==> src/rtl/vrta_pkg.sv <==
// Package for the voice relay talker arbiter: payload structs, codes, sizes.
// No dependencies.
package vrta_pkg;

  localparam int unsigned NumSlots = 16;
  localparam int unsigned SlotW = (NumSlots > 1) ? $clog2(NumSlots) : 1;
  localparam int unsigned MaskW = 16;
  localparam int unsigned SrcW = 4;
  localparam int unsigned MsPerSec = 1000;

  localparam logic [2:0] ActNone   = 3'd0;
  localparam logic [2:0] ActHeader = 3'd1;
  localparam logic [2:0] ActData   = 3'd2;
  localparam logic [2:0] ActStatus = 3'd3;
  localparam logic [2:0] ActTick   = 3'd4;

  localparam logic [2:0] OutOk       = 3'd0;
  localparam logic [2:0] OutBadTag   = 3'd1;
  localparam logic [2:0] OutShort    = 3'd2;
  localparam logic [2:0] OutFull     = 3'd3;
  localparam logic [2:0] OutBusy     = 3'd4;
  localparam logic [2:0] OutNotActv  = 3'd5;
  localparam logic [2:0] OutIgnored  = 3'd6;

  localparam logic [1:0] CauseNone  = 2'd0;
  localparam logic [1:0] CauseEot   = 2'd1;
  localparam logic [1:0] CauseEvict = 2'd2;
  localparam logic [1:0] CauseWdog  = 2'd3;

  localparam logic [1:0] KindPoll   = 2'd0;
  localparam logic [1:0] KindHeader = 2'd1;
  localparam logic [1:0] KindData   = 2'd2;

  localparam logic [2:0] RegClientTo  = 3'd0;
  localparam logic [2:0] RegTalkerTo  = 3'd1;
  localparam logic [2:0] RegStatusEn  = 3'd2;
  localparam logic [2:0] RegStatusInt = 3'd3;
  localparam logic [2:0] RegHdrMin    = 3'd4;
  localparam logic [2:0] RegDataMin   = 3'd5;

  typedef struct packed {
    logic        req_type;
    logic [31:0] now_msec;
    logic        tag_ok;
    logic [1:0]  pkt_kind;
    logic [15:0] pkt_len;
    logic [47:0] addr_key;
    logic [15:0] stream_id;
    logic        end_flag;
  } in_word_t;

  typedef struct packed {
    logic [2:0]  action;
    logic [15:0] dest_mask;
    logic [3:0]  src_slot;
    logic [2:0]  outcome;
    logic        released;
    logic [1:0]  release_cause;
    logic [15:0] evicted_mask;
  } out_word_t;

endpackage

==> src/rtl/vrta_ram.sv <==
// Generic single-port-write, single-read RAM with registered read.
// No dependencies.
module vrta_ram #(
  parameter int unsigned Width = 8,
  parameter int unsigned Depth = 16
) (
  input  logic                     clk_i,
  input  logic                     we_i,
  input  logic [$clog2(Depth)-1:0] waddr_i,
  input  logic [Width-1:0]         wdata_i,
  input  logic [$clog2(Depth)-1:0] raddr_i,
  output logic [Width-1:0]         rdata_o
);

  logic [Width-1:0] mem_q [Depth];

  always_ff @(posedge clk_i) begin
    if (we_i) begin
      mem_q[waddr_i] <= wdata_i;
    end
    rdata_o <= mem_q[raddr_i];
  end

endmodule

==> src/rtl/voice_relay_talker_arbiter_top.sv <==
// Voice relay talker arbiter. Each accepted word passes through a read-setup
// step, a slot scan that reads one slot a cycle through the slot RAMs, a compute
// step, an output step and a return to idle before the next acceptance; output
// stalls hold the output step. Depends on vrta_pkg and vrta_ram.
//
// One word is processed at a time; in_stall_o is high from acceptance until the
// result has left the output register. Ticks and packets both scan every slot
// once; the scan compares one slot per cycle against the key and timeouts.
module voice_relay_talker_arbiter_top
  import vrta_pkg::*;
(
  input  logic      clk_i,
  input  logic      rst_ni,
  input  logic      in_valid_i,
  output logic      in_stall_o,
  input  in_word_t  in_data_i,
  output logic      out_valid_o,
  input  logic      out_stall_i,
  output out_word_t out_data_o,
  input  logic      cfg_we_i,
  input  logic [2:0]  cfg_index_i,
  input  logic [15:0] cfg_data_i
);

  typedef enum logic [2:0] {StIdle, StRead, StScan, StDone, StOut} state_e;
  localparam logic [SlotW:0] LastIdx = (SlotW+1)'(NumSlots - 1);

  state_e st_q;
  in_word_t in_q;
  logic [15:0] cto_q, tto_q, sint_q, hmin_q, dmin_q;
  logic sen_q;
  logic [NumSlots-1:0] used_q, evict_q;
  logic talk_q;
  logic [SlotW-1:0] tslot_q;
  logic [15:0] astream_q;
  logic [31:0] lft_q;
  logic [SlotW:0] cnt_q;
  logic [SlotW-1:0] rd_idx_q;
  logic hit_q, free_q;
  logic [SlotW-1:0] hit_idx_q, free_idx_q;
  logic [31:0] hit_stat_q;
  logic [31:0] limit_q, sint_ms_q;
  out_word_t out_q;

  logic [47:0] ra_addr;
  logic [31:0] ra_poll, ra_stat;
  logic        we_addr, we_poll, we_stat;
  logic [SlotW-1:0] wa_idx;
  logic [31:0] w_stat;

  vrta_ram #(.Width(48), .Depth(NumSlots)) u_addr (
    .clk_i, .we_i(we_addr), .waddr_i(wa_idx), .wdata_i(in_q.addr_key),
    .raddr_i(rd_idx_q), .rdata_o(ra_addr));
  vrta_ram #(.Width(32), .Depth(NumSlots)) u_poll (
    .clk_i, .we_i(we_poll), .waddr_i(wa_idx), .wdata_i(in_q.now_msec),
    .raddr_i(rd_idx_q), .rdata_o(ra_poll));
  vrta_ram #(.Width(32), .Depth(NumSlots)) u_stat (
    .clk_i, .we_i(we_stat), .waddr_i(wa_idx), .wdata_i(w_stat),
    .raddr_i(rd_idx_q), .rdata_o(ra_stat));

  // slot being examined: the one read last cycle
  logic [SlotW-1:0] cur;
  assign cur = cnt_q[SlotW-1:0];

  // final decision, combinational in StDone
  logic [SlotW-1:0] sidx;
  logic sfound, added, due, is_tick;
  out_word_t res;
  logic n_talk;
  logic [SlotW-1:0] n_tslot;
  logic [15:0] n_astream;
  logic [31:0] n_lft;
  logic [NumSlots-1:0] n_used, others;

  always_comb begin
    is_tick = in_q.req_type;
    sfound = hit_q || free_q;
    sidx = hit_q ? hit_idx_q : free_idx_q;
    added = !hit_q && free_q;
    res = '0;
    n_talk = talk_q;
    n_tslot = tslot_q;
    n_astream = astream_q;
    n_lft = lft_q;
    n_used = used_q;
    we_addr = 1'b0;
    we_poll = 1'b0;
    we_stat = 1'b0;
    w_stat = in_q.now_msec;
    wa_idx = sidx;
    due = 1'b0;
    others = used_q;
    others[hit_idx_q] = 1'b0;
    if (st_q == StDone) begin
      if (is_tick) begin
        res.action = ActTick;
        res.evicted_mask = MaskW'(evict_q);
        n_used = used_q & ~evict_q;
        if (talk_q && evict_q[tslot_q]) begin
          n_talk = 1'b0; n_tslot = '0; n_astream = '0;
          res.released = 1'b1; res.release_cause = CauseEvict;
        end
        if (n_talk && (in_q.now_msec - lft_q) > {16'd0, tto_q}) begin
          n_talk = 1'b0; n_tslot = '0; n_astream = '0;
          res.released = 1'b1; res.release_cause = CauseWdog;
        end
      end else if (!in_q.tag_ok) begin
        res.outcome = OutBadTag;
      end else begin
        unique case (in_q.pkt_kind)
          KindPoll: begin
            if (!sfound) begin
              res.outcome = OutFull;
            end else begin
              res.src_slot = SrcW'(sidx);
              n_used[sidx] = 1'b1;
              we_addr = added;
              we_poll = 1'b1;
              due = added || (sint_q != 16'd0 &&
                    (in_q.now_msec - hit_stat_q) >= sint_ms_q);
              if (sen_q && due) begin
                res.action = ActStatus;
                we_stat = 1'b1;
              end else if (added) begin
                we_stat = 1'b1;
                w_stat = '0;
              end
            end
          end
          KindHeader: begin
            if (in_q.pkt_len < hmin_q) begin
              res.outcome = OutShort;
            end else if (!sfound) begin
              res.outcome = OutFull;
            end else begin
              res.src_slot = SrcW'(sidx);
              n_used[sidx] = 1'b1;
              we_addr = added;
              we_poll = added;
              we_stat = added;
              w_stat = '0;
              if (talk_q && tslot_q != sidx) begin
                res.outcome = OutBusy;
              end else begin
                n_talk = 1'b1;
                n_tslot = sidx;
                n_astream = in_q.stream_id;
                n_lft = in_q.now_msec;
                res.action = ActHeader;
                others = used_q;
                others[sidx] = 1'b0;
                res.dest_mask = MaskW'(others);
              end
            end
          end
          KindData: begin
            if (in_q.pkt_len < dmin_q) begin
              res.outcome = OutShort;
            end else if (!hit_q) begin
              res.outcome = OutNotActv;
            end else begin
              res.src_slot = SrcW'(hit_idx_q);
              if (!talk_q || tslot_q != hit_idx_q || astream_q != in_q.stream_id) begin
                res.outcome = OutNotActv;
              end else begin
                n_lft = in_q.now_msec;
                res.action = ActData;
                res.dest_mask = MaskW'(others);
                if (in_q.end_flag) begin
                  n_talk = 1'b0; n_tslot = '0; n_astream = '0;
                  res.released = 1'b1; res.release_cause = CauseEot;
                end
              end
            end
          end
          default: res.outcome = OutIgnored;
        endcase
      end
    end
  end

  assign in_stall_o = (st_q != StIdle);
  assign out_valid_o = (st_q == StOut);
  assign out_data_o = out_q;

  always_ff @(posedge clk_i or negedge rst_ni) begin
    if (!rst_ni) begin
      st_q <= StIdle;
      in_q <= '0;
      cto_q <= 16'd60; tto_q <= 16'd1000; sen_q <= 1'b1;
      sint_q <= 16'd0; hmin_q <= 16'd49; dmin_q <= 16'd21;
      used_q <= '0; evict_q <= '0;
      talk_q <= 1'b0; tslot_q <= '0; astream_q <= '0; lft_q <= '0;
      cnt_q <= '0; rd_idx_q <= '0;
      hit_q <= 1'b0; free_q <= 1'b0;
      hit_idx_q <= '0; free_idx_q <= '0; hit_stat_q <= '0;
      limit_q <= '0; sint_ms_q <= '0;
      out_q <= '0;
    end else begin
      if (cfg_we_i) begin
        unique case (cfg_index_i)
          RegClientTo:  cto_q <= cfg_data_i;
          RegTalkerTo:  tto_q <= cfg_data_i;
          RegStatusEn:  sen_q <= cfg_data_i[0];
          RegStatusInt: sint_q <= cfg_data_i;
          RegHdrMin:    hmin_q <= cfg_data_i;
          RegDataMin:   dmin_q <= cfg_data_i;
          default: ;
        endcase
      end
      unique case (st_q)
        StIdle: begin
          if (in_valid_i) begin
            in_q <= in_data_i;
            cnt_q <= '0;
            rd_idx_q <= '0;
            hit_q <= 1'b0;
            free_q <= 1'b0;
            evict_q <= '0;
            limit_q <= 32'(cto_q) * 32'(MsPerSec);
            sint_ms_q <= 32'(sint_q) * 32'(MsPerSec);
            st_q <= StRead;
          end
        end
        StRead: begin
          rd_idx_q <= SlotW'(1);
          st_q <= StScan;
        end
        StScan: begin
          if (used_q[cur]) begin
            if (ra_addr == in_q.addr_key && !hit_q) begin
              hit_q <= 1'b1; hit_idx_q <= cur; hit_stat_q <= ra_stat;
            end
            if ((in_q.now_msec - ra_poll) > limit_q) evict_q[cur] <= 1'b1;
          end else if (!free_q) begin
            free_q <= 1'b1; free_idx_q <= cur;
          end
          if (cnt_q == LastIdx) begin
            st_q <= StDone;
          end else begin
            cnt_q <= cnt_q + 1'b1;
            rd_idx_q <= rd_idx_q + 1'b1;
          end
        end
        StDone: begin
          out_q <= res;
          used_q <= n_used;
          talk_q <= n_talk; tslot_q <= n_tslot;
          astream_q <= n_astream; lft_q <= n_lft;
          st_q <= StOut;
        end
        StOut: begin
          if (!out_stall_i) st_q <= StIdle;
        end
        default: st_q <= StIdle;
      endcase
    end
  end

endmodule
==> config.mk <==
export PLATFORM = sky130hd
export DESIGN_NAME = voice_relay_talker_arbiter_top
export DESIGN_NICKNAME = d
export VERILOG_FILES = /design/src/rtl/vrta_pkg.sv /design/src/rtl/vrta_ram.sv /design/src/rtl/voice_relay_talker_arbiter_top.sv
export SDC_FILE = /design/constraint.sdc
export NUM_CORES = 2
export LEC_CHECK = 0
export BUFFER_PORTS_ARGS = -buffer_cell sky130_fd_sc_hd__buf_2
export CAP_MARGIN = 20
export CORE_AREA = 2 2 308 615
export DETAILED_ROUTE_END_ITERATION = 8
export DIE_AREA = 0 0 310 617
export GPL_ROUTABILITY_DRIVEN = 0
export HOLD_SLACK_MARGIN = 0.05
export PLACE_DENSITY = 0.8
export REMOVE_ABC_BUFFERS = 1
export SKIP_CTS_REPAIR_TIMING = 1
export SYNTH_ARGS = -nofsm -noshare
export SYNTH_HDL_FRONTEND = slang
export SYNTH_SLANG_ARGS = --single-unit
==> constraint.sdc <==
create_clock -name clk_i -period 8.23 [get_ports clk_i]
set_input_delay 0.4115 -clock clk_i [delete_from_list [all_inputs] [get_ports clk_i]]
set_output_delay 0.4115 -clock clk_i [all_outputs]
set_load 0.005 [all_outputs]
==> flow_summary.toml <==
[timing]
tightest_slew_ns = 1.10
clock_skew_ns = 0.0802
relSlewSlack_pct = 26.5
drv_slew = 0
finalCritPeriodShare_pct = 91.4
setup_viol = 0
min_period_ns = 7.52
holdWs_ns = -0.0105
hold_viol = 1
fmax_ghz = 0.133
rsz0062_at_grt = "no"

[layout]
stdcell_count = 9959
final_core_util_pct = 61.3
layout-drive-gt1-share_pct = 16.5
area_growth_pct = 12.0
nFillCells = 13316
fin_nets = 7857
design_area_um2 = 115000

[synthesis]
ys_seq_elements = 2332
synth_cells = 6972
ys_async_sr_fraction_pct = 18.4
netlist_area_um2 = 102000
synth.most_common_cell = "edfxtp_1"
synthMuxAreaShare_pct = 11.1
yosys-top-cells-count = "edfxtp_1 (1,792), nand2_1 (738), inv_1 (432)"
synth-simple-area-share_pct = 5.41
synth_fa_ha_area_share_pct = 5.96
ys_warn_count = 0
synth_cell_types = 89
synthFlopType = "edfxtp_1"
synth_compound_area_share_pct = 7.93
synth_edf_count = 1792
postSynthAreaPerCell_um2 = 14.7
synth_top_family_by_area = "multiplexers"
synthXorXnorAreaFrac_pct = 1.50
yosysSeqAreaShare_pct = 65.3
yosysTopAreaCell = "edfxtp_1"
synth_top_cell_area_share_pct = 52.6
synth_area_leaders = "edfxtp_1 (53%), dfrtp_1 (10%), mux4_2 (5.2%)"

[floorplanning]
fp.dieW_um = 310
core_area_um2 = 187000
pin_count = 188
die_y_um = 617
die_area_um2 = 191000
start_util_pct = 54.7
rows = 225

[cts]
cts_buffer_depth = 4
htreeDepth = 4
cts_tree = "built"
cts.sinks = 2332
insertion_delay_ns = 0.88
cts.root.buffer_cell = "clkbuf_16"
cts_buffers = 200
cts.reportedPaths.clkPinSlew_ns = 0.07

[routing]
num_vias = 61851
drtIter0Drc = 7591
route.detailed.wl_per_inst_um = 26.1
first_pass_iters = 5
routed_wl_mm = 260
viasPerCell = 6.21
route.detailed.drc = 0
ant_nets = 0

[pwr]
power.density_nw_per_um2 = 396
power_switching_share_pct = 37.9
power.total_uw = 45400
p_clk_share_pct = 21.0
p_comb_share_pct = 43.2
pwr-share-seq_pct = 35.8
p_int_uw = 28200
cellLeakagePower_uw = 0.0432
vdd_drop_max_mv = 0.581
net-switching-power_uw = 17200

[global_routing]
grt_pass1_wl_mm = 387
gr-total-overflow = 0
antenna_found_initial = 15
first_global_vias = 61328
grt_max_degree = 172
grtUsageTotal_pct = 27.1

[worst_setup_path]
path_class = "reg2reg"
crit_slowest_cell = "dfrtp_1"
critical_path.top_delay_family = "compound AO/OA/AOI/OAI gates"
crit_cells = 25
critPathBufInv = 4
critPathMaxFanout = 22
reg2reg_setup_slack_ns = 0.71
cp-endpoint = "u_stat.mem_q[7][17]"
reg2reg_depth = 25
end_kind = "register"
slowest_delay_ns = 0.77
reg2reg_to = "u_stat.mem_q[7][17]"
worstPathArrival_ns = 8.08
cp-start-kind = "register"
r2r-start = "in_q[85]"
startpoint = "in_q[85]"
cp.required_ns = 8.79

[run_status]
outcome = "finished with violations"
violations = "hold timing"

[flow_run]
drv_cap = 0

[placed_design]
portBuffers = 187
place_area_um2 = 107000
hpwl_mm = 153
dp_cells = 9466

[hold_path]
hold_path.class = "in2reg"
worstHoldStart = "in_data_i[87]"
-- layer usage --
| metal | global-route usage (%) | part of all wire, % |
|---|---|---|
| met5 | 0 | 0.022 |
| met4 | 10.9 | 4.4 |
| met3 | 5.38 | 10 |
| met2 | 42.6 | 47 |
| met1 | 37.4 | 38 |
-- tightest hold or removal path: stages --
cell,delay [ns]
buf_2,0.08
nand2_1,0.20
nand2_1,0.11
-- layout by cell type, fill, tap and decap left out, types with 45 or more instances in the layout --
cell type,n
a21o_1,67
a21oi_1,247
a221oi_1,121
a22oi_1,116
and2_1,47
buf_2,186
buf_4,114
clkbuf_16,202
dfrtp_1,407
dfxtp_1,112
dlygate4sd3_1,121
edfxtp_1,1792
fa_1,111
ha_1,309
inv_1,432
mux2_2,234
mux2i_1,345
mux4_2,234
nand2_1,737
nand3_1,45
nor2_1,124
o21ai_0,409
xnor2_1,94
xor2_1,81
-- stage by stage --
| step | setup TNS, ns | worst slack [ns] |
|---|---|---|
| final | 0 | 0.711 |
| after global routing | 0 | 0.238 |
| after CTS | 0 | 0.866 |
| after floorplan | -1739.76 | -15.05 |
| after detailed placement | 0 | 0.861 |
| after global placement | 0 | 1.02 |
-- how the worst min path moves through the flow --
stage / endpoint / slack [ns] / cells after the start
after detailed placement: hit_stat_q[28] / 0.46 / 1
final: in_q[87] / -0.01 / 3
after CTS: in_q[73] / -0.39 / 1
after floorplan: astream_q[0] / 0.12 / 0
after global routing: in_q[87] / 0.05 / 3
after global placement: hit_stat_q[2] / 0.45 / 1
-- power groups by stage --
stage,Combinational [uW],Sequential (uW),Clock [uW]
after floorplan,14000,16500,0
after global placement,18600,16400,0
after detailed placement,19100,16400,0
after CTS,19300,16200,9600
after global routing,21600,16400,10000
final,19600,16200,9530
-- registers in the layout, summed over array words and instances, names as in the netlist, 5 cells and up --
name	count
sint_ms_q	23
in_q	116
dmin_q	16
u_addr.rdata_o	48
u_poll.mem_q	512
used_q	16
limit_q	23
hmin_q	16
out_data_o	45
hit_stat_q	32
u_addr.mem_q	768
tto_q	16
evict_q	16
cto_q	16
lft_q	32
u_stat.mem_q	512
astream_q	16
u_stat.rdata_o	32
sint_q	16
cnt_q	5
u_poll.rdata_o	32
-- cells by family after synthesis --
group,after synthesis
multiplexers,813
adder cells (fa/ha/maj),420
buffers and inverters,746
AO/OA/AOI/OAI,1244
XOR/XNOR,175
AND/OR/NAND/NOR,1242
flip-flops,2332
-- layout make-up --
class / count / area, um2 / share of cell area [%]
inverter: 432 / 1620 / 1.42
timing repair buffer: 436 / 3290 / 2.88
sequential: 2332 / 66800 / 58.3
multi-input combinational: 3894 / 33100 / 28.9
tap: 2497 / 3120 / 2.73
clock inverter: 94 / 1010 / 0.885
antenna: 7 / 17.5 / 0.0153
clock buffer: 267 / 5540 / 4.84
Power figures use the tool's default switching activity.
